### src/hw/rtl/cle_pkg.sv
// ============================================================================
// Cursor line editor package
// Shared constants, payload types, command codes and memory request types.
// ============================================================================
package cle_pkg;

    localparam int LINE_MAX  = 64;
    localparam int NODE_W    = $clog2(LINE_MAX + 1);
    localparam int ADDR_W    = $clog2(LINE_MAX);
    localparam int BYTE_W    = 8;
    localparam int CFG_IDX_W = 8;

    localparam logic [NODE_W-1:0] NULL_NODE = NODE_W'(LINE_MAX);

    localparam logic [CFG_IDX_W-1:0] CFG_END_KEY    = CFG_IDX_W'(0);
    localparam logic [CFG_IDX_W-1:0] CFG_HOME_KEY   = CFG_IDX_W'(1);
    localparam logic [CFG_IDX_W-1:0] CFG_DELETE_KEY = CFG_IDX_W'(2);
    localparam logic [CFG_IDX_W-1:0] CFG_RIGHT_KEY  = CFG_IDX_W'(3);

    localparam logic [BYTE_W-1:0] END_KEY_RST    = 8'd43;
    localparam logic [BYTE_W-1:0] HOME_KEY_RST   = 8'd45;
    localparam logic [BYTE_W-1:0] DELETE_KEY_RST = 8'd51;
    localparam logic [BYTE_W-1:0] RIGHT_KEY_RST  = 8'd42;

    typedef enum logic [2:0] {
        CMD_END,
        CMD_HOME,
        CMD_DELETE,
        CMD_RIGHT,
        CMD_INSERT
    } t_cmd;

    typedef struct packed {
        logic              kind;
        logic [BYTE_W-1:0] key_byte;
    } t_in_item;

    typedef struct packed {
        logic [BYTE_W-1:0] text_byte;
        logic              line_empty;
        logic              overflowed;
        logic              last;
    } t_out_item;

    typedef struct packed {
        logic              we;
        logic [ADDR_W-1:0] waddr;
        logic [NODE_W-1:0] wdata;
        logic              re;
        logic [ADDR_W-1:0] raddr;
    } t_link_req;

    typedef struct packed {
        logic              we;
        logic [ADDR_W-1:0] waddr;
        logic [BYTE_W-1:0] wdata;
        logic              re;
        logic [ADDR_W-1:0] raddr;
    } t_char_req;

    function automatic logic is_node(input logic [NODE_W-1:0] n);
        return n < NODE_W'(LINE_MAX);
    endfunction

    function automatic logic [ADDR_W-1:0] node_addr(input logic [NODE_W-1:0] n);
        return n[ADDR_W-1:0];
    endfunction

endpackage

### src/hw/rtl/cle_ram.sv
// ============================================================================
// Generic RAM
// One write port and one read port with registered, enabled read data.
// ============================================================================
module cle_ram #(
    parameter int WIDTH = 8,
    parameter int DEPTH = 64
) (
    input  logic                     i_clk,
    input  logic                     i_we,
    input  logic [$clog2(DEPTH)-1:0] i_waddr,
    input  logic [WIDTH-1:0]         i_wdata,
    input  logic                     i_re,
    input  logic [$clog2(DEPTH)-1:0] i_raddr,
    output logic [WIDTH-1:0]         o_rdata
);

    logic [WIDTH-1:0] r_mem [DEPTH];
    logic [WIDTH-1:0] r_rdata;

    always_ff @(posedge i_clk) begin
        if (i_we) begin
            r_mem[i_waddr] <= i_wdata;
        end
        if (i_re) begin
            r_rdata <= r_mem[i_raddr];
        end
    end

    assign o_rdata = r_rdata;

endmodule

### src/hw/rtl/cle_cfg.sv
// ============================================================================
// Cursor line editor key registers
// Holds the four command key codes and classifies a keystroke against them.
// ============================================================================
module cle_cfg (
    input  logic                           i_clk,
    input  logic                           i_rst_n,
    input  logic                           i_cfg_valid,
    output logic                           o_cfg_ready,
    input  logic [cle_pkg::CFG_IDX_W-1:0]  i_cfg_index,
    input  logic [cle_pkg::BYTE_W-1:0]     i_cfg_data,
    input  logic [cle_pkg::BYTE_W-1:0]     i_key_byte,
    output cle_pkg::t_cmd                  o_cmd
);

    logic [cle_pkg::BYTE_W-1:0] r_end_key;
    logic [cle_pkg::BYTE_W-1:0] r_home_key;
    logic [cle_pkg::BYTE_W-1:0] r_delete_key;
    logic [cle_pkg::BYTE_W-1:0] r_right_key;

    assign o_cfg_ready = 1'b1;

    always_ff @(posedge i_clk) begin
        if (!i_rst_n) begin
            r_end_key    <= cle_pkg::END_KEY_RST;
            r_home_key   <= cle_pkg::HOME_KEY_RST;
            r_delete_key <= cle_pkg::DELETE_KEY_RST;
            r_right_key  <= cle_pkg::RIGHT_KEY_RST;
        end else if (i_cfg_valid) begin
            unique case (i_cfg_index)
                cle_pkg::CFG_END_KEY:    r_end_key    <= i_cfg_data;
                cle_pkg::CFG_HOME_KEY:   r_home_key   <= i_cfg_data;
                cle_pkg::CFG_DELETE_KEY: r_delete_key <= i_cfg_data;
                cle_pkg::CFG_RIGHT_KEY:  r_right_key  <= i_cfg_data;
                default: ;
            endcase
        end
    end

    always_comb begin
        if (i_key_byte == r_end_key) begin
            o_cmd = cle_pkg::CMD_END;
        end else if (i_key_byte == r_home_key) begin
            o_cmd = cle_pkg::CMD_HOME;
        end else if (i_key_byte == r_delete_key) begin
            o_cmd = cle_pkg::CMD_DELETE;
        end else if (i_key_byte == r_right_key) begin
            o_cmd = cle_pkg::CMD_RIGHT;
        end else begin
            o_cmd = cle_pkg::CMD_INSERT;
        end
    end

endmodule

### src/hw/rtl/cle_seq.sv
// ============================================================================
// Cursor line editor sequencer
// Walks and relinks the character list through the link and character
// memories and streams the line out through a registered output stage.
// ============================================================================
module cle_seq (
    input  logic                        i_clk,
    input  logic                        i_rst_n,
    input  logic                        i_in_valid,
    input  cle_pkg::t_in_item           i_in_data,
    output logic                        o_in_stall,
    input  cle_pkg::t_cmd               i_cmd,
    output logic                        o_out_valid,
    output cle_pkg::t_out_item          o_out_data,
    input  logic                        i_out_stall,
    output cle_pkg::t_link_req          o_link_req,
    input  logic [cle_pkg::NODE_W-1:0]  i_link_rdata,
    output cle_pkg::t_char_req          o_char_req,
    input  logic [cle_pkg::BYTE_W-1:0]  i_char_rdata
);

    typedef enum logic [3:0] {
        S_IDLE,
        S_END_WALK,
        S_RIGHT,
        S_DEL_UNLINK,
        S_DEL_FREE,
        S_INS_POP,
        S_INS_LINK,
        S_INS_HOOK,
        S_EMPTY,
        S_WALK_OUT
    } t_state;

    t_state                     r_state, n_state;
    logic [cle_pkg::NODE_W-1:0] r_first, n_first;
    logic [cle_pkg::NODE_W-1:0] r_prev, n_prev;
    logic [cle_pkg::NODE_W-1:0] r_after, n_after;
    logic [cle_pkg::NODE_W-1:0] r_free_head, n_free_head;
    logic [cle_pkg::NODE_W-1:0] r_fill, n_fill;
    logic [cle_pkg::NODE_W-1:0] r_count, n_count;
    logic                       r_ovf, n_ovf;
    logic [cle_pkg::NODE_W-1:0] r_node, n_node;
    logic [cle_pkg::BYTE_W-1:0] r_byte, n_byte;
    logic                       r_out_valid, n_out_valid;
    cle_pkg::t_out_item         r_out, n_out;
    logic                       w_out_free;
    logic                       w_last;

    assign o_in_stall  = (r_state != S_IDLE);
    assign o_out_valid = r_out_valid;
    assign o_out_data  = r_out;
    assign w_out_free  = !r_out_valid || !i_out_stall;
    assign w_last      = !cle_pkg::is_node(i_link_rdata);

    always_comb begin
        n_state     = r_state;
        n_first     = r_first;
        n_prev      = r_prev;
        n_after     = r_after;
        n_free_head = r_free_head;
        n_fill      = r_fill;
        n_count     = r_count;
        n_ovf       = r_ovf;
        n_node      = r_node;
        n_byte      = r_byte;
        n_out_valid = r_out_valid && i_out_stall;
        n_out       = r_out;
        o_link_req  = '0;
        o_char_req  = '0;

        unique case (r_state)
            S_IDLE: begin
                if (i_in_valid) begin
                    if (i_in_data.kind) begin
                        if (!cle_pkg::is_node(r_first)) begin
                            n_state = S_EMPTY;
                        end else begin
                            o_link_req.re    = 1'b1;
                            o_link_req.raddr = cle_pkg::node_addr(r_first);
                            o_char_req.re    = 1'b1;
                            o_char_req.raddr = cle_pkg::node_addr(r_first);
                            n_state          = S_WALK_OUT;
                        end
                    end else begin
                        unique case (i_cmd)
                            cle_pkg::CMD_END: begin
                                if (cle_pkg::is_node(r_after)) begin
                                    o_link_req.re    = 1'b1;
                                    o_link_req.raddr = cle_pkg::node_addr(r_after);
                                    n_node           = r_after;
                                    n_state          = S_END_WALK;
                                end
                            end
                            cle_pkg::CMD_HOME: begin
                                n_prev  = cle_pkg::NULL_NODE;
                                n_after = r_first;
                            end
                            cle_pkg::CMD_DELETE: begin
                                if (cle_pkg::is_node(r_after)) begin
                                    o_link_req.re    = 1'b1;
                                    o_link_req.raddr = cle_pkg::node_addr(r_after);
                                    n_node           = r_after;
                                    n_state          = S_DEL_UNLINK;
                                end
                            end
                            cle_pkg::CMD_RIGHT: begin
                                if (cle_pkg::is_node(r_after)) begin
                                    o_link_req.re    = 1'b1;
                                    o_link_req.raddr = cle_pkg::node_addr(r_after);
                                    n_state          = S_RIGHT;
                                end
                            end
                            cle_pkg::CMD_INSERT: begin
                                n_byte = i_in_data.key_byte;
                                if (r_count >= cle_pkg::NODE_W'(cle_pkg::LINE_MAX)) begin
                                    n_ovf = 1'b1;
                                end else if (cle_pkg::is_node(r_free_head)) begin
                                    o_link_req.re    = 1'b1;
                                    o_link_req.raddr = cle_pkg::node_addr(r_free_head);
                                    n_node           = r_free_head;
                                    n_state          = S_INS_POP;
                                end else begin
                                    n_node  = r_fill;
                                    n_fill  = r_fill + cle_pkg::NODE_W'(1);
                                    n_state = S_INS_LINK;
                                end
                            end
                            default: ;
                        endcase
                    end
                end
            end
            S_END_WALK: begin
                if (cle_pkg::is_node(i_link_rdata)) begin
                    o_link_req.re    = 1'b1;
                    o_link_req.raddr = cle_pkg::node_addr(i_link_rdata);
                    n_node           = i_link_rdata;
                end else begin
                    n_prev  = r_node;
                    n_after = cle_pkg::NULL_NODE;
                    n_state = S_IDLE;
                end
            end
            S_RIGHT: begin
                n_prev  = r_after;
                n_after = i_link_rdata;
                n_state = S_IDLE;
            end
            S_DEL_UNLINK: begin
                n_after = i_link_rdata;
                if (cle_pkg::is_node(r_prev)) begin
                    o_link_req.we    = 1'b1;
                    o_link_req.waddr = cle_pkg::node_addr(r_prev);
                    o_link_req.wdata = i_link_rdata;
                end else begin
                    n_first = i_link_rdata;
                end
                n_state = S_DEL_FREE;
            end
            S_DEL_FREE: begin
                o_link_req.we    = 1'b1;
                o_link_req.waddr = cle_pkg::node_addr(r_node);
                o_link_req.wdata = r_free_head;
                n_free_head      = r_node;
                if (r_count != '0) begin
                    n_count = r_count - cle_pkg::NODE_W'(1);
                end
                n_state = S_IDLE;
            end
            S_INS_POP: begin
                n_free_head = i_link_rdata;
                n_state     = S_INS_LINK;
            end
            S_INS_LINK: begin
                o_char_req.we    = 1'b1;
                o_char_req.waddr = cle_pkg::node_addr(r_node);
                o_char_req.wdata = r_byte;
                o_link_req.we    = 1'b1;
                o_link_req.waddr = cle_pkg::node_addr(r_node);
                o_link_req.wdata = r_after;
                n_state          = S_INS_HOOK;
            end
            S_INS_HOOK: begin
                if (cle_pkg::is_node(r_prev)) begin
                    o_link_req.we    = 1'b1;
                    o_link_req.waddr = cle_pkg::node_addr(r_prev);
                    o_link_req.wdata = r_node;
                end else begin
                    n_first = r_node;
                end
                n_prev  = r_node;
                n_count = r_count + cle_pkg::NODE_W'(1);
                n_state = S_IDLE;
            end
            S_EMPTY: begin
                if (w_out_free) begin
                    n_out_valid      = 1'b1;
                    n_out.text_byte  = '0;
                    n_out.line_empty = 1'b1;
                    n_out.overflowed = r_ovf;
                    n_out.last       = 1'b1;
                    n_state          = S_IDLE;
                end
            end
            S_WALK_OUT: begin
                if (w_out_free) begin
                    n_out_valid      = 1'b1;
                    n_out.text_byte  = i_char_rdata;
                    n_out.line_empty = 1'b0;
                    n_out.overflowed = r_ovf;
                    n_out.last       = w_last;
                    if (w_last) begin
                        n_state = S_IDLE;
                    end else begin
                        o_link_req.re    = 1'b1;
                        o_link_req.raddr = cle_pkg::node_addr(i_link_rdata);
                        o_char_req.re    = 1'b1;
                        o_char_req.raddr = cle_pkg::node_addr(i_link_rdata);
                    end
                end
            end
            default: n_state = S_IDLE;
        endcase

        // The line is emptied once its final item has been loaded.
        if ((r_state == S_EMPTY || r_state == S_WALK_OUT) && n_state == S_IDLE) begin
            n_first     = cle_pkg::NULL_NODE;
            n_prev      = cle_pkg::NULL_NODE;
            n_after     = cle_pkg::NULL_NODE;
            n_free_head = cle_pkg::NULL_NODE;
            n_fill      = '0;
            n_count     = '0;
            n_ovf       = 1'b0;
        end
    end

    always_ff @(posedge i_clk) begin
        if (!i_rst_n) begin
            r_state     <= S_IDLE;
            r_first     <= cle_pkg::NULL_NODE;
            r_prev      <= cle_pkg::NULL_NODE;
            r_after     <= cle_pkg::NULL_NODE;
            r_free_head <= cle_pkg::NULL_NODE;
            r_fill      <= '0;
            r_count     <= '0;
            r_ovf       <= 1'b0;
            r_out_valid <= 1'b0;
        end else begin
            r_state     <= n_state;
            r_first     <= n_first;
            r_prev      <= n_prev;
            r_after     <= n_after;
            r_free_head <= n_free_head;
            r_fill      <= n_fill;
            r_count     <= n_count;
            r_ovf       <= n_ovf;
            r_out_valid <= n_out_valid;
        end
        r_node <= n_node;
        r_byte <= n_byte;
        r_out  <= n_out;
    end

endmodule

### src/hw/rtl/cursor_line_editor.sv
// Keystrokes other than the end key access the link memory at most once a cycle.
// The end key walks the link memory from the cursor, one node per cycle, to the line end.
// An end-of-line item streams one result per cycle after the first read, stalls permitting.
// The input is stalled until the current item's work is done; results leave via a register.
// Reset is synchronous and clears the line at once; the memories need no clearing pass.
// ============================================================================
// Cursor line editor
// Line buffer kept as a linked list in two memories, edited through a cursor.
// ============================================================================
module cursor_line_editor (
    input  logic                           i_clk,
    input  logic                           i_rst_n,
    input  logic                           i_in_valid,
    input  cle_pkg::t_in_item              i_in_data,
    output logic                           o_in_stall,
    output logic                           o_out_valid,
    output cle_pkg::t_out_item             o_out_data,
    input  logic                           i_out_stall,
    input  logic                           i_cfg_valid,
    output logic                           o_cfg_ready,
    input  logic [cle_pkg::CFG_IDX_W-1:0]  i_cfg_index,
    input  logic [cle_pkg::BYTE_W-1:0]     i_cfg_data
);

    cle_pkg::t_cmd              w_cmd;
    cle_pkg::t_link_req         w_link_req;
    cle_pkg::t_char_req         w_char_req;
    logic [cle_pkg::NODE_W-1:0] w_link_rdata;
    logic [cle_pkg::BYTE_W-1:0] w_char_rdata;

    cle_cfg u_cfg (
        .i_clk       (i_clk),
        .i_rst_n     (i_rst_n),
        .i_cfg_valid (i_cfg_valid),
        .o_cfg_ready (o_cfg_ready),
        .i_cfg_index (i_cfg_index),
        .i_cfg_data  (i_cfg_data),
        .i_key_byte  (i_in_data.key_byte),
        .o_cmd       (w_cmd)
    );

    cle_ram #(
        .WIDTH (cle_pkg::NODE_W),
        .DEPTH (cle_pkg::LINE_MAX)
    ) u_link_ram (
        .i_clk   (i_clk),
        .i_we    (w_link_req.we),
        .i_waddr (w_link_req.waddr),
        .i_wdata (w_link_req.wdata),
        .i_re    (w_link_req.re),
        .i_raddr (w_link_req.raddr),
        .o_rdata (w_link_rdata)
    );

    cle_ram #(
        .WIDTH (cle_pkg::BYTE_W),
        .DEPTH (cle_pkg::LINE_MAX)
    ) u_char_ram (
        .i_clk   (i_clk),
        .i_we    (w_char_req.we),
        .i_waddr (w_char_req.waddr),
        .i_wdata (w_char_req.wdata),
        .i_re    (w_char_req.re),
        .i_raddr (w_char_req.raddr),
        .o_rdata (w_char_rdata)
    );

    cle_seq u_seq (
        .i_clk        (i_clk),
        .i_rst_n      (i_rst_n),
        .i_in_valid   (i_in_valid),
        .i_in_data    (i_in_data),
        .o_in_stall   (o_in_stall),
        .i_cmd        (w_cmd),
        .o_out_valid  (o_out_valid),
        .o_out_data   (o_out_data),
        .i_out_stall  (i_out_stall),
        .o_link_req   (w_link_req),
        .i_link_rdata (w_link_rdata),
        .o_char_req   (w_char_req),
        .i_char_rdata (w_char_rdata)
    );

endmodule

### config.mk
export PLATFORM = sky130hd
export DESIGN_NAME = cursor_line_editor
export DESIGN_NICKNAME = d
export VERILOG_FILES = /design/src/hw/rtl/cle_pkg.sv /design/src/hw/rtl/cle_ram.sv /design/src/hw/rtl/cle_cfg.sv /design/src/hw/rtl/cle_seq.sv /design/src/hw/rtl/cursor_line_editor.sv
export SDC_FILE = /design/constraint.sdc
export NUM_CORES = 1
export LEC_CHECK = 0
export BUFFER_PORTS_ARGS = -buffer_cell sky130_fd_sc_hd__buf_2
export CORE_MARGIN = 10
export CORE_UTILIZATION = 57
export DETAILED_ROUTE_END_ITERATION = 10
export GPL_ROUTABILITY_DRIVEN = 1
export HOLD_SLACK_MARGIN = 0.12
export PLACE_DENSITY_LB_ADDON = 0.12
export SYNTH_ARGS = -nofsm -noshare
export SYNTH_HDL_FRONTEND = slang
export SYNTH_SLANG_ARGS = --single-unit
### constraint.sdc
create_clock -name i_clk -period 3.55 [get_ports i_clk]
set_clock_uncertainty 0.15 [all_clocks]
set_input_delay 0.71 -clock i_clk [delete_from_list [all_inputs] [get_ports i_clk]]
set_output_delay 0.71 -clock i_clk [all_outputs]
set_load 0.01 [all_outputs]
==> flow_summary.json <==
{
  "crit_path_end_kind": "flip-flop",
  "dp_hpwl_microns": 80100,
  "grt_usage_pct": 26.6,
  "max_cap_viol_count": 0,
  "cts_tree": "done",
  "synth.largest_area_cell": "edfxtp_1",
  "drtPass1Iterations": 8,
  "power_leakage_nw": 20.5,
  "hold_violations": 0,
  "max-slew-margin-rel_pct": 43.6,
  "gp_congestion": 0.926,
  "synth-edff-count": 1001,
  "synth_top_family_by_area": "simple AND/OR/NAND/NOR gates",
  "grt_max_degree": 65,
  "stdcell_area_sq_um": 54800,
  "synth-compound-area-share_pct": 8.08,
  "hold_path_class": "in2reg",
  "design.die.area_sq_um": 90500,
  "top_layer_used": "met4",
  "syn_to_final_growth_pct": 21.9,
  "vias_per_cell": 6.17,
  "cts_max_level": 3,
  "crit_type": "reg2reg",
  "placed_cells": 4967,
  "synthMuxAreaShare_pct": 2.66,
  "path_clk_slew_ns": 0.06,
  "syn-num-nets": 3663,
  "grt_overflow": 0,
  "yosys_register_bits": 1081,
  "n_antenna_cell": 0,
  "root_buffer": "clkbuf_16",
  "post-route-period-util_pct": 103,
  "violations": "setup timing",
  "grt_pass1_vias": 31300,
  "outcome": "finished with violations",
  "ys.warnings.count": 0,
  "wl_met3_microns": 10900,
  "final_util_pct": 70.4,
  "start_util_pct": 57.7,
  "syn_area_sq_um": 44900,
  "wl_met2_microns": 62100,
  "core_sq_um": 77800,
  "drt_wl_total_microns": 126000,
  "worst_slew_pin_slew_ns": 0.843,
  "setup_ws_ns": -0.106,
  "rsz0062_at_grt": "true",
  "period_needed_ns": 3.66,
  "critPathArrivalTime_ns": 3.94,
  "die_h_microns": 301,
  "fin_cells": 5186,
  "yosysUniqueCellTypes": 74,
  "async_reset_ff_share_pct": 0,
  "syn_avg_cell_area_sq_um": 12.4,
  "crit_required_ns": 3.83,
  "place_area_sq_um": 50000,
  "ir_worst_vdd_mv": 0.430,
  "vias": 32000,
  "setup_viol": 8,
  "clk_path_buf_depth": 3,
  "worstSkewPairLatency_ns": 0.70,
  "synth_top_cell_area_share_pct": 66.9,
  "port_buffers": 42,
  "cts_buffers": 105,
  "drive_above_1_share_pct": 22.2,
  "drt_iter0_drc": 3701,
  "ioPinCount": 44,
  "rows": 102,
  "grt_pass1_wl_microns": 186000,
  "routedWlPerCell_microns": 24.3,
  "cts.sinks": 1081,
  "setup.worst_path.start_class": "flip-flop",
  "post-route-drc-count": 0,
  "yosys.area_share.simple_pct": 15.4,
  "slew_violations": 0,
  "synth_seq_area_share_pct": 70.5,
  "synth.area.top_cells": "edfxtp_1, nand2_1, dfxtp_1, nand3_1, mux2i_1",
  "nets": 4100,
  "synthAdderAreaFrac_pct": 0.212,
  "synth-xor-area-share_pct": 0.877,
  "hold_slack_ns": 0.143,
  "netlist_instances": 3626,
  "synth_common_cells": "edfxtp_1, nand2_1, nand3_1",
  "yosysMostFrequentCell": "edfxtp_1",
  "wl_met1_microns": 48100,
  "cellPowerDensity_nw_per_um2": 477,
  "die_w_microns": 301,
  "crit_fanout": 11,
  "ant_nets": 0,
  "antenna_found_initial": 0,
  "synthFlopType": "edfxtp_1",
  "fmax_mhz": 274
}
registers in the layout, summed over array words and instances, names as in the netlist, 8 cells and up:
register,flops
u_seq.r_byte,8
u_cfg.r_delete_key,8
u_link_ram.r_mem,448
u_char_ram.o_rdata,8
u_cfg.r_right_key,8
u_char_ram.r_mem,512
u_cfg.r_end_key,8
u_cfg.r_home_key,8
u_seq.o_out_data,11
worst max-delay path, cell delays in order (launching register included):
cell and delay [ns]:
dfxtp_2 0.36, xor2_2 0.19, nor4_2 0.08, buf_4 0.14
and2_4 0.15, nor4_4 0.33, buf_12 0.17, a31oi_4 0.08
a31o_2 0.33, buf_4 0.23, a221oi_4 0.28, o21ai_0 0.15
a32oi_1 0.23, o32ai_1 0.12, or4_1 0.39
logic make-up (layout without fill, tap and decap cells):
kind of cell               after synthesis  in the layout
muxes                                  119            119
DFF                                   1081           1081
adders and majority gates                7              7
and+or+nand+nor                       1602           1602
AOI/OAI and AO/OA                      522            522
other                                    1              1
xor gates and xnor gates                45             45
buffers and inverters                  249            769
stage by stage:
stage	setup WS, ns	TNS (ns)	total power [W]
after global routing	-0.253	-1.61	0.0269
after global placement	-0.811	-7.67	0.0155
final	-0.106	-0.382	0.0262
after detailed placement	-0.842	-8.10	0.0155
after CTS	-0.0765	-0.227	0.0261
after floorplan	-0.00502	-0.0127	0.0149
timing repair:
action	4_1_cts	5_1_grt
hold buffers	0	0
gates resized for setup	62	148
setup endpoints to repair	34	171
setup buffers	9	9
gates cloned	2	9
pin swaps	24	41
layout by cell type, fill, tap and decap left out, types with 16 or more instances in the layout:
master / count
xnor2_1: 21
clkinv_1: 27
o21ai_0: 37
nor2_1: 218
buf_2: 42
buf_12: 58
nand2_1: 902
and3_1: 81
a211oi_1: 27
clkinv_2: 20
a31oi_1: 34
mux2i_1: 114
edfxtp_1: 1001
nand3_1: 250
a311oi_2: 46
nand4_1: 20
a311oi_1: 55
buf_6: 17
a21oi_2: 22
clkbuf_16: 113
nor2b_1: 29
a21oi_1: 116
clkbuf_1: 19
a22oi_1: 31
buf_4: 435
o21ai_1: 16
dfxtp_1: 67
final cells by class:
type | instances | area [sq um]
flip-flops and latches | 1081 | 31700
fillers | 5249 | 23100
multi-input cells | 2296 | 13300
repair buffers | 567 | 5190
clock buffers | 124 | 2700
well taps | 1040 | 1300
clock inverters | 66 | 611
inverters | 12 | 45.0
final timing paths:
kind	start	end	slack [ns]	cells past startpoint
max reg2reg	u_cfg.r_end_key[4]$_SDFFE_PN0P_	u_link_ram.o_rdata[1]$_DFFE_PP_	-0.11	14
min reg2reg	u_seq.r_ovf$_SDFFE_PP0P_	u_seq.o_out_data[1]$_DFFE_PP_	0.30	0
max	u_cfg.r_end_key[4]$_SDFFE_PN0P_	u_link_ram.o_rdata[1]$_DFFE_PP_	-0.11	14
min	i_cfg_data[3]	u_cfg.r_right_key[3]$_SDFFE_PN1P_	0.14	3
metal layers:
metal | global-route usage [%] | vias to the layer above
li1 | - | 14200
met3 | 3.82 | 282
met4 | 9.87 | 0
met2 | 44.7 | 1724
met1 | 35.0 | 15700
met5 | 0 | -
power breakdown:
part	switching, W	internal (W)
registers	0.0000994	0.0138
logic	0.000870	0.000590
clock network	0.00479	0.00597
No activity file was read; power rests on OpenSTA's default activity.
